## src/rtl/core/hcs_pkg.sv

```systemverilog
// shared constants, types and control structs of the histogram contrast stretch unit
`timescale 1ns / 1ps

package hcs_pkg;

  // pixel and gray widths
  localparam int unsigned ChanW     = 8;
  localparam int unsigned LumaW     = 16;
  localparam int unsigned LumaShift = 8;
  localparam int unsigned GrayMax   = 255;

  // luma weights
  localparam int unsigned LumaR = 76;
  localparam int unsigned LumaG = 150;
  localparam int unsigned LumaB = 30;

  // histogram geometry
  localparam int unsigned Bins     = 256;
  localparam int unsigned BinAddrW = 8;

  // clip threshold is pixel count over 64
  localparam int unsigned ClipShift = 6;

  // default frame size limit
  localparam int unsigned MaxPixelsDef = 4194304;

  // pass codes carried by func
  localparam logic FuncHist    = 1'b0;
  localparam logic FuncStretch = 1'b1;

  typedef logic [ChanW-1:0]    chan_t;
  typedef logic [BinAddrW-1:0] bin_addr_t;

  // histogram memory control
  typedef struct packed {
    logic      wr_en;
    logic      clr;
    bin_addr_t wr_addr;
    bin_addr_t rd_a_addr;
    bin_addr_t rd_b_addr;
  } hist_ctrl_t;

endpackage

```

## src/rtl/core/hcs_gray.sv

```systemverilog
// registered rgb to gray conversion
`timescale 1ns / 1ps

module hcs_gray (
  input  logic           clk_i,
  input  logic           en_i,
  input  hcs_pkg::chan_t red_i,
  input  hcs_pkg::chan_t green_i,
  input  hcs_pkg::chan_t blue_i,
  output hcs_pkg::chan_t gray_o
);
  import hcs_pkg::*;

  logic [LumaW-1:0] sum;
  chan_t            gray_q;

  // weighted sum, top byte is the gray value
  always_comb begin
    sum = LumaW'(red_i)   * LumaW'(LumaR)
        + LumaW'(green_i) * LumaW'(LumaG)
        + LumaW'(blue_i)  * LumaW'(LumaB);
  end

  always_ff @(posedge clk_i) begin
    if (en_i) begin
      gray_q <= sum[LumaShift +: ChanW];
    end
  end

  assign gray_o = gray_q;

endmodule

```

## config.mk

```make
export PLATFORM = sky130hd
export DESIGN_NAME = hcs_gray
export DESIGN_NICKNAME = d
export VERILOG_FILES = /design/src/rtl/core/hcs_pkg.sv /design/src/rtl/core/hcs_gray.sv
export SDC_FILE = /design/constraint.sdc
export NUM_CORES = 1
export LEC_CHECK = 0
export ABC_AREA = 0
export BUFFER_PORTS_ARGS = -buffer_cell sky130_fd_sc_hd__buf_2
export CAP_MARGIN = 5
export CORE_UTILIZATION = 45
export CTS_CLUSTER_SIZE = 20
export DETAILED_ROUTE_END_ITERATION = 8
export HOLD_SLACK_MARGIN = 0.02
export PLACE_DENSITY = 0.64
export SLEW_MARGIN = 20
export SYNTH_ARGS = -nofsm -noshare
export SYNTH_HDL_FRONTEND = slang
export SYNTH_SLANG_ARGS = --single-unit
export TNS_END_PERCENT = 5
```

## constraint.sdc

```tcl
create_clock -name clk_i -period 9.6 [get_ports clk_i]
set_clock_uncertainty 0.15 [all_clocks]
set_input_delay 0.96 -clock clk_i [delete_from_list [all_inputs] [get_ports clk_i]]
set_output_delay 0.96 -clock clk_i [all_outputs]
set_load 0.01 [all_outputs]
```

Word-level counts from Yosys, hierarchy flattened

Cells that the tools add are included.

Bits in registers: 8
Output and inout port bits: 8
Logic and storage cells: 6

Add/subtract/negate cells: 2
$mul: 3

Operator list:

| kind                   | number |
|---|---|
| $add A15 B16 Y16       | 1 |
| $add A16 B13 Y16       | 1 |
| $mul A8 B7 Y15 const B | 1 |
| $mul A8 B5 Y13 const B | 1 |
| $mul A8 B4 Y12 const B | 1 |

Logic depth before layout (Yosys ltp)

Word-level depth: 3
Mapped depth: 21
Depth with buffers taken out: 21

Worst setup path before layout

Ideal clock, no wire load.

Path type: in2reg
Start point: input green_i[4]
End point: register gray_q[7], in the netlist gray_o[7], data pin
Setup time: 0.260 ns
Data arrival time: 5.255 ns
Setup slack: 3.935 ns
Stages: 20
Buffers on the path: 0
Cells stage by stage: ha_1 > ha_1 > inv_1 > fa_1 > fa_1 > inv_1 > ha_1 > o21a_1 > nor2_1 > a21oi_1 > a31o_2 > a21oi_1 > xor2_1 > fa_1 > inv_1 > ha_1 > and3_1 > a221oi_2 > o21ba_2 > xnor2_1

Word-level cells in the longest chain between the ends: 3

Ends and longest elaborated chain:

| what                   | line           | source |
|---|---|---|
| start: declaration     | hcs_gray.sv:8  | `input hcs_pkg::chan_t green_i,` |
| $mul A8 B7 Y15         | hcs_gray.sv:20 | `+ LumaW'(green_i) * LumaW'(LumaG)` |
| $add A15 B16 Y16       | hcs_gray.sv:20 |  |
| $add A16 B13 Y16       | hcs_gray.sv:21 | `+ LumaW'(blue_i) * LumaW'(LumaB);` |
| net sum[15]            | hcs_gray.sv:14 | `logic [LumaW-1:0] sum;` |
| end signal: assignment | hcs_gray.sv:26 | `gray_q <= sum[LumaShift +: ChanW];` |
| end: declaration       | hcs_gray.sv:15 | `chan_t gray_q;` |

The timed path passes the listed nets, and every way through them passes these cells.
A chain may end at the register's enable or synchronous reset.

Worst setup path in the final report

Same ends and word-level chain as after synthesis.

==> results.yml <==
synthesis:
  synth_cells: 373
  synth_edf_count: 8
  netlist_area_pre_place_um2: 3380
  ys_ff_latch: 8
  yosys.cell_types.count: 44
  synth_nets: 520
  ys.warnings.count: 0
  async_flop_share_pct: 0
  yosys_most_used_dff: "edfxtp_1"
  synth.avg_cell_area_um2: 9.06
  seq_area_frac_synth_pct: 7.11
routing:
  met1_length_um: 2720
  met2RoutedLength_um: 2850
  wl_met3_um: 137
  routedWlPerCell_um: 11.3
  totalWireLength_um: 5760
  drcViolationCount: 0
  drt_pass1_iterations: 4
  vias_per_cell: 5.05
  dr_vias: 2563
  dr.first_iter.drc_count: 63
  antenna_left: 0
  top_layer_used: "met4"
sta:
  setup-tns-final_ns: 0
  fmax_mhz: 172
  final.min_clock_period_ns: 5.82
  rsz0062_at_grt: "no"
  setup_violations: 0
  slew_headroom_pct: 65.2
  layout_setup_ws_ns: 3.78
  finalCritPeriodShare_pct: 60.6
  count_of_endpoints_failing_hold_in_the_final_timing_report: 0
  final_max_slew_viol_count: 0
  worst_slew_pin_slew_ns: 0.517
power:
  switching_share_pct: 48.5
  internal_cell_power_w: 0.000589
  seq_power_share_pct: 9.5
  power_leakage_nw: 2.01
  share_comb_of_total_power_pct: 87.0
  power.switching_w: 0.000556
  powerDensity_nw_per_um2: 309
  p_clk_share_pct: 3.5
  power.ir.vdd_worst_mv: 0.191
finish:
  final-instance-count-excl-fill: 508
  final_net_count: 558
  final_layout_size_suffix_gt1_share_pct: 11.7
  postLayoutCellArea_um2: 3710
  syn_to_final_growth_pct: 9.78
  antennaDiodeCount: 0
  largest_register_ff_count: 8
worst_hold_path:
  worst_hold_path.endpoint: "gray_o[5]$_DFFE_PP_"
  hold_class: "input port to register"
  hold_path.startpoint: "en_i"
  worst_hold_path.num_cells: 1
clock_network:
  post_cts_resized: 0
  cts_tree: "done"
  post_cts.repair.setup_buffers: 0
  htreeDepth: 1
  cts_max_path_buffers: 2
  hold_buffers: 0
  path_clk_slew_ns: 0.04
  cts_inserted_buffers: 3
  cts_root_buf: "clkbuf_8"
  clock_sink_count: 8
die:
  fp.dieW_um: 88.6
  floorplan.core_area_um2: 7250
  die_height_um: 88.6
  floorplan.die_area_um2: 7860
  i_o_pins: 34
  row_count: 31
  start_util_pct: 46.6
placement:
  placement.setup.worst_slack_ns: 3.55
  place.port_buffers: 33
  place_hpwl_um: 5350
  finalWeightedCongestion: 0.833
  dpl.cell_count: 505
  post_dp_cell_area_um2: 3670
global_route:
  global_route_wire_length_before_repair_um: 9960
  grt_residual_overflow: 0
  grt_antenna_before_repair: 0
  largest_net_degree_at_the_start_of_global_routing: 9
  first_global_vias: 2355
  globalRouteTotalUtil_pct: 16.0
worst_setup_path:
  crit_type: "input port to register"
  crit_required_ns: 9.43
  critical_path_peak_fanout: 4
  startpoint_type: "input port"
  cp_data_arrival_time_ns: 5.65
  endpoint_kind: "register"
job:
  timing.max_cap.violations: 0
outcome:
  status: "completed"
## power by group through the flow
stage	clock network [W]	logic [W]	registers (W)
6_report	0.0000403	0.000996	0.000109
5_1_grt	0.0000428	0.00115	0.000112
4_1_cts	0.0000407	0.00100	0.000109
3_5_place_dp	0	0.000997	0.000110
3_3_place_gp	0	0.000978	0.000109
2_1_floorplan	0	0.000788	0.000122
## layout make-up
type,count,area (um^2)
clock buffers,3,41.3
fillers,690,3540
inverters,80,300
multi-input cells,285,2840
flip-flops and latches,8,240
well taps,99,124
repair buffers,33,165
## layer usage
| metal | global-route usage, % | up-vias |
|---|---|---|
| met2 | 28.9 | 41 |
| met1 | 21.3 | 1183 |
| met5 | 0 | - |
| li1 | - | 1332 |
| met4 | 3.08 | 0 |
| met3 | 0.560 | 7 |
## cell usage in the layout, fill, tap and decap left out, types with 3 or more instances in the layout
cell       n
ha_1      86
inv_1     80
fa_1      35
buf_2     33
nor2_1    26
xnor2_1   18
a21oi_1   13
nand2_1   13
o21ai_0   10
nor3_1    10
xor2_1     8
edfxtp_1   8
a21o_1     6
and3_1     5
o21a_1     4
nor4_1     4
nand2b_1   4
a21oi_2    3
nor2b_1    3
a21boi_0   3
o21ai_1    3
clkbuf_8   3
## per-stage QoR
stage | power (W) | hold slack, ns | utilization, %
after global routing | 0.00130 | 0.931 | 51.1
after CTS | 0.00115 | 0.918 | 51.1
after global placement | 0.00109 | 1.15 | 50.6
after detailed placement | 0.00111 | 1.16 | 50.6
final | 0.00115 | 0.925 | 51.1
after floorplan | 0.000909 | 0.922 | -
## synth_stat cells (all sizes together), types with 3 or more instances
master | count | area share [%]
o21ai | 13 | 1.9
a21oi | 16 | 2.7
edfxtp | 8 | 7.1
a21o | 6 | 1.3
nor2 | 26 | 2.9
a21boi | 3 | 0.67
nor3 | 10 | 1.5
nand2b | 4 | 0.74
inv | 80 | 8.9
nor4 | 4 | 0.74
xnor2 | 18 | 4.7
nand2 | 13 | 1.4
and3 | 5 | 0.93
fa | 35 | 21
nor2b | 3 | 0.56
ha | 86 | 32
o21a | 4 | 0.89
xor2 | 8 | 2.1
## cell families (layout without fill, tap and decap cells)
group                    Yosys count  count (layout)  share of synthesized area (%)
buffers and inverters             80             116                           8.89
adder cells (fa/ha/maj)          121             121                           52.6
AND/OR/NAND/NOR                   76              76                           11.0
multiplexers                       2               2                          0.593
XOR/XNOR                          26              26                           6.74
AO/OA/AOI/OAI                     60              60                           13.0
flip-flops                         8               8                           7.11
## worst max-delay path, cell delays in order
cell and delay (ns):
buf_2 0.13, ha_1 0.29, ha_1 0.27, inv_1 0.05, fa_1 0.49, fa_1 0.53, inv_1 0.04, ha_1 0.33
o21a_1 0.19, nor2_1 0.09, a21oi_1 0.06, a31o_2 0.25, a21oi_1 0.17, xor2_1 0.11, fa_1 0.52, inv_1 0.04
ha_1 0.34, and3_1 0.20, a221oi_2 0.34, o21ba_2 0.18, xnor2_1 0.06
## how the worst max path moves through the flow
stage,startpoint,to,depth (start not counted)
after global placement,green_i[4],gray_o[7]$_DFFE_PP_,21
after CTS,green_i[4],gray_o[7]$_DFFE_PP_,21
after detailed placement,green_i[4],gray_o[7]$_DFFE_PP_,21
final,green_i[4],gray_o[7]$_DFFE_PP_,21
after floorplan,green_i[4],gray_o[7]$_DFFE_PP_,20
after global routing,green_i[4],gray_o[7]$_DFFE_PP_,21
(Power assumes the default switching activity.)
