`src/rtl/core/hcs_pkg.sv`:
```
// shared constants, types and control structs of the histogram contrast stretch unit
`timescale 1ns / 1ps

package hcs_pkg;

  // pixel and gray widths
  localparam int unsigned ChanW     = 8;
  localparam int unsigned LumaW     = 16;
  localparam int unsigned LumaShift = 8;
  localparam int unsigned GrayMax   = 255;

  // luma weights
  localparam int unsigned LumaR = 76;
  localparam int unsigned LumaG = 150;
  localparam int unsigned LumaB = 30;

  // histogram geometry
  localparam int unsigned Bins     = 256;
  localparam int unsigned BinAddrW = 8;

  // clip threshold is pixel count over 64
  localparam int unsigned ClipShift = 6;

  // default frame size limit
  localparam int unsigned MaxPixelsDef = 4194304;

  // pass codes carried by func
  localparam logic FuncHist    = 1'b0;
  localparam logic FuncStretch = 1'b1;

  typedef logic [ChanW-1:0]    chan_t;
  typedef logic [BinAddrW-1:0] bin_addr_t;

  // histogram memory control
  typedef struct packed {
    logic      wr_en;
    logic      clr;
    bin_addr_t wr_addr;
    bin_addr_t rd_a_addr;
    bin_addr_t rd_b_addr;
  } hist_ctrl_t;

endpackage

```
`src/rtl/core/hcs_div.sv`:
```
// restoring divider, 16-bit numerator by 8-bit divisor, one quotient bit per cycle
`timescale 1ns / 1ps

module hcs_div (
  input  logic                        clk_i,
  input  logic                        rst_ni,
  input  logic                        start_i,
  input  logic [2*hcs_pkg::ChanW-1:0] num_i,
  input  hcs_pkg::chan_t              den_i,
  output logic                        done_o,
  output hcs_pkg::chan_t              quo_o
);
  import hcs_pkg::*;

  localparam int unsigned StepW = $clog2(ChanW);

  chan_t            rem_q;
  chan_t            num_lo_q;
  chan_t            den_q;
  chan_t            quo_q;
  logic [StepW-1:0] step_q;
  logic             busy_q;
  logic             done_q;
  logic [ChanW:0]   trial;
  logic             fits;

  // trial subtract of the next numerator bit
  always_comb begin
    trial = {rem_q, num_lo_q[ChanW-1]};
    fits  = trial >= {1'b0, den_q};
  end

  // the quotient fits 8 bits because the numerator is below 256 times the divisor
  always_ff @(posedge clk_i or negedge rst_ni) begin
    if (!rst_ni) begin
      busy_q   <= 1'b0;
      done_q   <= 1'b0;
      step_q   <= '0;
      rem_q    <= '0;
      num_lo_q <= '0;
      den_q    <= '0;
      quo_q    <= '0;
    end else if (start_i) begin
      busy_q   <= 1'b1;
      done_q   <= 1'b0;
      step_q   <= '0;
      rem_q    <= num_i[2*ChanW-1:ChanW];
      num_lo_q <= num_i[ChanW-1:0];
      den_q    <= den_i;
    end else if (busy_q) begin
      rem_q    <= fits ? ChanW'(trial - {1'b0, den_q}) : trial[ChanW-1:0];
      num_lo_q <= {num_lo_q[ChanW-2:0], 1'b0};
      quo_q    <= {quo_q[ChanW-2:0], fits};
      step_q   <= step_q + StepW'(1);
      if (step_q == StepW'(ChanW - 1)) begin
        busy_q <= 1'b0;
        done_q <= 1'b1;
      end
    end else begin
      done_q <= 1'b0;
    end
  end

  assign done_o = done_q;
  assign quo_o  = quo_q;

endmodule

```
`config.mk`:
```
export PLATFORM = sky130hd
export DESIGN_NAME = hcs_div
export DESIGN_NICKNAME = d
export VERILOG_FILES = /design/src/rtl/core/hcs_pkg.sv /design/src/rtl/core/hcs_div.sv
export SDC_FILE = /design/constraint.sdc
export NUM_CORES = 1
export LEC_CHECK = 0
export BUFFER_PORTS_ARGS = -buffer_cell sky130_fd_sc_hd__clkbuf_2
export CAP_MARGIN = 30
export CELL_PAD_IN_SITES_DETAIL_PLACEMENT = 0
export CELL_PAD_IN_SITES_GLOBAL_PLACEMENT = 1
export CORE_MARGIN = 2
export CORE_UTILIZATION = 38
export DETAILED_ROUTE_END_ITERATION = 8
export GPL_TIMING_DRIVEN = 1
export MAX_ROUTING_LAYER = met4
export PLACE_DENSITY = 0.77
export REMOVE_ABC_BUFFERS = 1
export SLEW_MARGIN = 10
export SYNTH_ARGS = -nofsm -noshare
export SYNTH_HDL_FRONTEND = slang
export SYNTH_SLANG_ARGS = --single-unit
```
`constraint.sdc`:
```
create_clock -name clk_i -period 1.9 [get_ports clk_i]
set_input_delay 0 -clock clk_i [delete_from_list [all_inputs] [get_ports clk_i]]
set_output_delay 0 -clock clk_i [all_outputs]
set_load 0.02 [all_outputs]
```
# ---- Word-level counts from Yosys, hierarchy flattened
# Index checks and enable logic that the tools add are counted.
dict set report classes {
  n_addsub 2
  n_lt_le_gt_ge 1
  eq_ne 2
  n_mux 13
  bitwise_logic 1
  reduce_logical 2
}
# cell count
set op_table {}
lappend op_table {{2-to-1 mux 8 bit} 5}
lappend op_table {{>= comparator 9 x 8 -> 1 bit} 1}
lappend op_table {{subtractor 8 bit} 1}
lappend op_table {{2-to-1 mux 1 bit} 6}
lappend op_table {{2-to-1 mux 3 bit} 2}
lappend op_table {{adder 3 x 1 -> 3 bit, second input constant} 1}
lappend op_table {{equality test 3 bit, second input constant} 1}
lappend op_table {{inequality test 3 x 2 -> 1 bit, second input constant} 1}
lappend op_table {{AND reduction 2 bit} 1}
lappend op_table {{nonzero test 2 bit} 1}
lappend op_table {{NOT 1 bit} 1}
dict set report totals {
  register_bits 37
  out_inout_bits 9
}

# ---- Logic depth before layout (Yosys ltp)
# Gate-level depths: netlist (run 1).
dict set report logic_depth {
  ltp_word 4
  ltp_mapped 8
  ltp_nobuf 8
}

# ---- Worst setup path after synthesis (run 1)
# No wires, ideal clock.
dict set report synth_path {
  path_kind {flip-flop to flip-flop}
  start {reg num_lo_q[7]}
  end {reg rem_q[6]}
  setup_time_ps 126
  t_arrival_ps 1841
  setup_slack_ps -67
  stages_incl_launch_ff 9
  synth_period_minus_slack_ps 1967
  path_cell_list {dfrtp_1 > inv_1 > ha_1 > fa_1 > nor2b_1 > o221a_1 > mux2i_1 > a211oi_1 > a311o_1}
}
dict set report synth_between {
  elab_chain_len 4
  word_cells_on_any_way 5
}
# item line
set synth_lines {}
lappend synth_lines {{start, declared} hcs_div.sv:18} ;# chan_t num_lo_q;
lappend synth_lines {{start signal, assigned} hcs_div.sv:48} ;# num_lo_q <= num_i[ChanW-1:0];
lappend synth_lines {{start signal, assigned} hcs_div.sv:52} ;# num_lo_q <= {num_lo_q[ChanW-2:0], 1'b0};
lappend synth_lines {{subtractor 8 bit or >= comparator 9 x 8 -> 1 bit (tied branches)} {hcs_div.sv:51, hcs_div.sv:30}}
lappend synth_lines {{2-to-1 mux 8 bit (*)} hcs_div.sv:51} ;# rem_q <= fits ? ChanW'(trial - {1'b0, den_q}) : trial[ChanW-1:0];
lappend synth_lines {{2-to-1 mux 8 bit (*)} hcs_div.sv:50} ;# end else if (busy_q) begin
lappend synth_lines {{2-to-1 mux 8 bit (*)} hcs_div.sv:43} ;# end else if (start_i) begin
lappend synth_lines {{end signal, assigned} hcs_div.sv:47} ;# rem_q <= num_i[2*ChanW-1:ChanW];
lappend synth_lines {{end signal, assigned} hcs_div.sv:51}
lappend synth_lines {{end, declared} hcs_div.sv:17} ;# chan_t rem_q;
# Mark *: on every way between the ends. The rest lies on a longest branch, timed or not. The select of a mux whose other input is x is not followed.
# A chain may end at the register's enable or synchronous reset.

# ---- Worst setup path in the final report (run 1)
# Ends and elaborated chain as after synthesis.

==> results of run 1 <==
## flip-flops by register name, indices dropped and copies added, names as in the netlist
name      count
num_lo_q      8
step_q        3
quo_o         8
rem_q         8
busy_q        1
done_o        1
den_q         8
## metrics by stage
stage	setup slack (ps)	setup TNS, ps
floorplan	-78.2	-127
global placement	-157	-482
detailed placement	-199	-542
CTS	-88.2	-88.2
global route	-213	-283
finish	-81.5	-81.5
## cell usage after synthesis, drive strengths merged (3+ instances only)
cell    count  area share
o21ai      20       0.049
mux2i      14       0.069
ha         10       0.061
clkbuf      5      0.0092
nand3       6       0.017
dfrtp      37        0.45
nor2b       4       0.012
nor3b       6       0.022
nor2       13       0.024
a211oi      3       0.011
nand2b      5       0.015
nand2      41       0.075
nor3        3      0.0074
buf         6       0.017
inv        12       0.022
a21oi      10       0.030
## per-layer routing
metal  GRT usage  vias up  share of wire
li1            -      911              -
met1       0.212      845           0.47
met2       0.273       33           0.47
met3      0.0471        7          0.042
met4      0.0589        0          0.016
met5           -        -              0
## path summary, 6_finish.rpt
kind / start / endpoint / depth (start not counted)
worst min register to register: quo_o[7]$_DFFE_PN0P_ / quo_o[7]$_DFFE_PN0P_ / 2
max in group asynchronous: rst_ni / rem_q[0]$_DFFE_PN0P_ / 3
worst max register to register: num_lo_q[7]$_DFFE_PN0P_ / rem_q[6]$_DFFE_PN0P_ / 8
worst min-delay path: num_i[14] / rem_q[6]$_DFFE_PN0P_ / 3
worst max-delay path: num_lo_q[7]$_DFFE_PN0P_ / rem_q[6]$_DFFE_PN0P_ / 8
min in group asynchronous: rst_ni / den_q[5]$_DFFE_PN0P_ / 3
## logic make-up after synthesis
group,Yosys count
flip-flops,37
multiplexers,15
XOR/XNOR,4
AO/OA/AOI/OAI,45
adder cells (fa/ha/maj),11
buffers and inverters,23
AND/OR/NAND/NOR,83
## where the power goes
part           internal, W  switching [W]  total [W]  leakage [nW]
registers         0.000949       0.000135    0.00108         0.455
logic             0.000942       0.000839    0.00178         0.915
clock network     0.000427       0.000302   0.000728        0.0574
total              0.00232        0.00128    0.00359          1.43
## worst max-delay path, cell delays in order (launching register included)
cell      delay [ps]
dfrtp_1          370
inv_2             60
ha_4             160
fa_2             350
nor2b_2          130
o221a_1          240
mux2i_1          200
a211oi_1         100
a311o_1          270
## cell type report
class	instances	area, um^2
fillers	462	2200
multi-input cells	158	1150
flip-flops and latches	37	926
repair buffers	85	614
well taps	70	87.6
clock buffers	6	82.6
inverters	12	45.0
clock inverters	2	37.5
## timing repair
| item | in CTS | in global routing |
|---|---|---|
| pin swaps | 3 | 3 |
| hold buffers | 24 | 0 |
| setup endpoints to repair | 9 | 9 |
| buffers inserted | 1 | 3 |
| endpoints found under the hold margin | 60 | 0 |
| resized for setup | 8 | 15 |
==> flow_summary.ini, run 1 <==
[sta]
hold_slack_ps = 42.1
fin_crit_sh = 1.04
final_hold_viol_count = 0
timing.fmax_mhz = 505
slew_violations = 0
setup_viol = 1
fin_crit_ps = 1980
tightest_slew_ps = 479
rsz0062_at_grt = true
final.setup.worst_slack_ps = -81.5
finalClockSkew_ps = 7.69
worst_slew_margin_rel = 0.681

[grt]
gr-total-overflow = 0
grt_max_degree = 40
grt_pass1_vias = 1771
grt_usage = 0.172
antenna_found_initial = 0
grt_pass1_wl_um = 7940

[clock_tree]
cts_buffers = 5
clkSinkCount = 37
cts.clk_slew.worst_paths_ps = 70
htreeDepth = 2
cts_tree = done
cts_root_buffer = clkbuf_8
clock_path_buffers = 2
clkLatencyLatePin_ps = 300

[layout]
final_common_cell = nand2_1
final_cell_mix = 40 x nand2_1, 37 x dfrtp_1, 35 x clkbuf_2, 25 x buf_4, 24 x dlygate4sd3_1
syn2layout_area_growth_pct = 44.2
utilization = 0.573
design_area_mm2 = 0.00294
final_cells = 370
layout.nets = 337
final_layout_size_suffix_gt1_frac = 0.310
n_antenna_cell = 0

[placement]
io_buffer_count = 35
hpwl_um = 3060
dpl-instance-area_mm2 = 0.00242
gp_congestion = 0.773
placed_cells = 334

[critical_path]
cp-end-kind = flop
start_kind = flop
worstPathRequired_ps = 2080
worstPathMaxFanout = 3
criticalPathCategory = reg -> reg
r2r_slack_ps = -80
crit_arrival_ps = 2160

[floorplan]
dieArea_mm2 = 0.00598
start_util = 0.397
die_x_um = 77.3
die_h_um = 77.3
rows = 26
coreArea_mm2 = 0.00514
ios = 36

[pwr]
ir_drop_mv = 0.445
finalPower_w = 0.00359
powerDensity_mw_per_mm2 = 1220
p_leak_nw = 1.43

[yosys]
synthAdderAreaFrac = 0.0711
avgSynthCellArea_um2 = 9.37
synth_simple_gate_area_share = 0.191
ys_warn_count = 0
synth_cell_types = 40
synth_edf_count = 0
ys_ff_latch = 37
synth_cells = 218
syn-cell-area_mm2 = 0.00204
seq_area_frac_synth = 0.453
synth-compound-area-share = 0.146
synth_xor_area_frac = 0.0172
synth_top_family_by_area = simple AND/OR/NAND/NOR gates
synth_ff_type = dfrtp_1
synth_mux_area_frac = 0.0741
async_reset_ff_frac = 1.00

[detailed_routing]
finalWirelength_um = 4520
num_vias = 1796
drt_iter0_drc = 92
wire_per_inst_um = 12.2
final_antenna_net_count = 0
route.detailed.drc = 0
first_pass_iters = 4
via_per_inst = 4.85

[run]
maxCapViolations = 0

[status]
violations = negative setup slack
status = finished with violations

[hold_path]
hp-class = in -> reg
Power figures use the tool's default switching activity.
==> run 2, diff against run 1 <==
==> constraint.sdc (replaced) <==
create_clock -name clk_i -period 1.8 [get_ports clk_i]
set_input_delay 0 -clock clk_i [delete_from_list [all_inputs] [get_ports clk_i]]
set_output_delay 0 -clock clk_i [all_outputs]
set_load 0.02 [all_outputs]
==> run 2 against run 1 <==
The run still ends with negative setup slack left. Via count up 1.3%. Hold slack worse by 14 ps. Clock skew down 5.4 ps. Sequential power up 6%. Register-to-register slack worse by 80 ps. Combinational power up 8%. Final area up 3.1%. Setup slack worse by 75 ps. Critical path type unchanged. Largest cell class unchanged. Highest routed layer unchanged.
==> flow_summary.ini, run 2 (synthesis gave the netlist of run 1 again) <==
[status]
status = finished with violations
violations = negative setup slack

[floorplan]
coreArea_mm2 = 0.00514
start_util = 0.397
ios = 36
die_x_um = 77.3
die_h_um = 77.3
rows = 26
dieArea_mm2 = 0.00598

[placement]
gp_congestion = 0.759
placed_cells = 343
io_buffer_count = 35
dpl-instance-area_mm2 = 0.00250
preCtsSetupSlack_ps = -284
hpwl_um = 3150

[hold_path]
hp-class = in -> async

[layout]
layout.nets = 347
n_antenna_cell = 0
final_common_cell = nand2_1
utilization = 0.591
final_cell_mix = 40 x nand2_1, 37 x dfrtp_1, 35 x clkbuf_2, 35 x buf_4, 24 x dlygate4sd3_1
final_cells = 380
fill_cells = 480
design_area_mm2 = 0.00304
final_layout_size_suffix_gt1_frac = 0.332
syn2layout_area_growth_pct = 48.7

[sta]
worst_slew_margin_rel = 0.616
finalClockSkew_ps = 2.33
setup_viol = 2
fin_crit_ps = 1960
final.setup.worst_slack_ps = -157
fin_crit_sh = 1.09
rsz0062_at_grt = true
hold_slack_ps = 28.1
tightest_slew_ps = 575
timing.fmax_mhz = 511
slew_violations = 0
final_hold_viol_count = 0

[pwr]
p_leak_nw = 1.48
powerDensity_mw_per_mm2 = 1260
ir_drop_mv = 0.654

[clock_tree]
cts_buffers = 5
cts_root_buffer = clkbuf_8
htreeDepth = 2
cts_tree = done
clkLatencyLatePin_ps = 290
clock_path_buffers = 2
cts.clk_slew.worst_paths_ps = 80
clkSinkCount = 37

[critical_path]
criticalPathCategory = reg -> reg
worstPathRequired_ps = 1980
worstPathMaxFanout = 3
cp-end-kind = flop
crit_arrival_ps = 2140
start_kind = flop

[grt]
grt_max_degree = 29
grt_pass1_vias = 1820
grt_pass1_wl_um = 7980
grt_usage = 0.170
gr-total-overflow = 0
antenna_found_initial = 0

[detailed_routing]
finalWirelength_um = 4510
final_antenna_net_count = 0
via_per_inst = 4.79
first_pass_iters = 4
drt_iter0_drc = 59
route.detailed.drc = 0
num_vias = 1820
wire_per_inst_um = 11.9

[run]
maxCapViolations = 0
-- run 2: what timing repair did --
action                                 in CTS  in global routing
setup endpoints to repair                   9                  9
resized for setup                          17                  7
hold buffers                               24                  0
buffers inserted                            2                  3
pin swaps                                  12                  9
cloned                                      0                  0
endpoints found under the hold margin      60                  0
-- run 2: per-stage QoR --
stage / setup TNS, ps / total power [W]
floorplan: -435 / 0.00211
finish: -251 / 0.00383
global placement: -1330 / 0.00270
global route: -572 / 0.00412
CTS: -251 / 0.00374
detailed placement: -1340 / 0.00272
-- run 2: final cells by class --
type	instances	area (um^2)	share of cell area
inverters	12	45.0	0.0148
clock buffers	6	82.6	0.0272
multi-input cells	158	1160	0.382
repair buffers	95	698	0.230
clock inverters	2	37.5	0.0124
flip-flops and latches	37	926	0.305
well taps	70	87.6	0.0288
-- run 2: final timing paths --
check | depth (start not counted) | to | startpoint | slack [ps]
worst max-delay path | 8 | rem_q[6]$_DFFE_PN0P_ | num_lo_q[7]$_DFFE_PN0P_ | -160
worst min-delay path | 2 | den_q[7]$_DFFE_PN0P_ | rst_ni | 30
worst max register to register | 8 | rem_q[6]$_DFFE_PN0P_ | num_lo_q[7]$_DFFE_PN0P_ | -160
worst min register to register | 2 | quo_o[7]$_DFFE_PN0P_ | quo_o[7]$_DFFE_PN0P_ | 480
max in group asynchronous | 3 | step_q[1]$_DFFE_PN0P_ | rst_ni | 1320
min in group clk_i | 3 | rem_q[6]$_DFFE_PN0P_ | num_i[14] | 60
-- run 2: report_power, final --
group          switching (W)  internal, W  total (W)
combinational       0.000895      0.00103    0.00193
sequential          0.000136      0.00100    0.00114
clock               0.000319     0.000451   0.000770
-- run 2: metal layers --
layer  vias to the layer above  wire (um)  track usage
met5                         -          0            -
met4                         0         64       0.0589
met3                         7        147       0.0294
met2                        38       2190        0.281
met1                       841       2110        0.211
li1                        934          -            -
-- run 2: worst max-delay path, cell delays in order (launching register included) --
cell	delay, ps
dfrtp_1	370
inv_2	60
ha_4	160
fa_2	340
nor2b_2	130
o221a_1	230
mux2i_1	200
a211oi_1	90
a311o_1	270
==> run 3, diff against run 2 <==
--- a/config.mk
+++ b/config.mk
@@ -9,7 +9,7 @@
 export CAP_MARGIN = 30
 export CELL_PAD_IN_SITES_DETAIL_PLACEMENT = 0
 export CELL_PAD_IN_SITES_GLOBAL_PLACEMENT = 1
-export CORE_MARGIN = 2
+export CORE_MARGIN = 3
 export CORE_UTILIZATION = 38
 export DETAILED_ROUTE_END_ITERATION = 8
 export GPL_TIMING_DRIVEN = 1
==> run 3 against run 2 <==
The flow still finishes with violations (negative setup slack). Total power decreased by 2.8%. Combinational power increased by 2%. Hold slack improved by 51 ps. Highest routed layer unchanged.
==> flow_summary.ini, run 3 (synthesis gave the netlist of run 1 again) <==
[status]
status = finished with violations
violations = negative setup slack

[critical_path]
r2r_cells = 7
worstPathRequired_ps = 1980
critical_path.startpoint = den_q[0]$_DFFE_PN0P_
cp-end-kind = flop
start_kind = flop
worstPathMaxFanout = 2
crit_arrival_ps = 2160
r2r_start = den_q[0]$_DFFE_PN0P_
criticalPathCategory = reg -> reg

[floorplan]
die_x_um = 79.3
ios = 36
die_h_um = 79.3
rows = 26
start_util = 0.397
coreArea_mm2 = 0.00514
dieArea_mm2 = 0.00629

[hold_path]
hold_depth = 3
hp-class = in -> reg
hp-start = num_i[14]

[detailed_routing]
first_pass_iters = 4
num_vias = 1836
finalWirelength_um = 4820
via_per_inst = 4.76
final_antenna_net_count = 0
drt_iter0_drc = 63
wire_per_inst_um = 12.5
route.detailed.drc = 0

[sta]
slew_violations = 0
finalClockSkew_ps = 5.34
fin_crit_ps = 1980
final_hold_viol_count = 0
fin_crit_sh = 1.10
setup_viol = 2
worst_slew_margin_rel = 0.750
setup_tns_ps = -249
tightest_slew_ps = 375
rsz0062_at_grt = true
hold_slack_ps = 79.4
timing.fmax_mhz = 505
final.setup.worst_slack_ps = -179

[clock_tree]
clock_path_buffers = 2
htreeDepth = 2
cts_buffers = 5
clkLatencyLatePin_ps = 290
cts_root_buffer = clkbuf_8
cts_tree = done
clkSinkCount = 37
cts.clk_slew.worst_paths_ps = 80

[pwr]
finalPower_w = 0.00373
powerDensity_mw_per_mm2 = 1230
p_leak_nw = 1.49
ir_drop_mv = 0.641

[placement]
io_buffer_count = 35
gp_congestion = 0.797
hpwl_um = 3270

[grt]
grt_pass1_wl_um = 8220
grt_max_degree = 36
grt_pass1_vias = 1814
grt_usage = 0.173
gr-total-overflow = 0
antenna_found_initial = 0

[layout]
final_common_cell = buf_4
syn2layout_area_growth_pct = 48.1
layout.nets = 353
fill_cells = 481
final_layout_size_suffix_gt1_frac = 0.339
final_cell_mix = 42 x buf_4, 41 x nand2_1, 37 x dfrtp_1, 35 x clkbuf_2, 24 x dlygate4sd3_1
n_antenna_cell = 0

[run]
maxCapViolations = 0
[run 3: layout make-up]
type	instances	area, um^2	area share
inverters	12	45.0	0.0149
clock inverters	2	13.8	0.00455
clock buffers	6	82.6	0.0273
repair buffers	101	731	0.242
well taps	70	87.6	0.0290
multi-input cells	158	1140	0.376
flip-flops and latches	37	926	0.306
[run 3: path summary, 6_finish.rpt]
check	slack, ps	end
hold / removal	80	rem_q[6]$_DFFE_PN0P_
hold reg to reg	480	quo_o[7]$_DFFE_PN0P_
min in group asynchronous	90	den_q[5]$_DFFE_PN0P_
setup / recovery	-180	rem_q[6]$_DFFE_PN0P_
max in group asynchronous	1240	rem_q[2]$_DFFE_PN0P_
setup reg to reg	-180	rem_q[6]$_DFFE_PN0P_
[run 3: routing by layer]
metal,wire length [um],GRT usage
met5,0,-
met4,54,0.0515
met3,173,0.0363
met2,2410,0.289
met1,2190,0.211
[run 3: worst max-delay path, stage by stage (launching register included)]
cell      delay [ps]
dfrtp_1          410
ha_4             170
fa_2             340
nor2b_2          140
o221a_1          220
mux2i_1          210
a211oi_1         100
a311o_1          280
[run 3: what timing repair did]
action	CTS	global route
endpoints found under the hold margin	60	0
endpoints found under the setup margin	9	8
hold buffers	24	0
pin swaps	12	3
setup buffers	6	1
gates resized for setup	19	2
[run 3: where the power goes]
part           internal, W  switching, W  total, W
sequential         0.00100      0.000140   0.00114
combinational      0.00106      0.000917   0.00197
clock             0.000310      0.000303  0.000614
total              0.00237       0.00136   0.00373
[run 3: stage by stage]
stage / instances / area (um^2) / setup slack (ps) / util
floorplan: 207 / 1990 / -178 / -
global placement: 347 / 2510 / -254 / 0.489
detailed placement: 347 / 2510 / -267 / 0.489
CTS: 385 / 3010 / -136 / 0.585
global route: 386 / 3020 / -300 / 0.588
finish: 386 / 3020 / -179 / 0.588
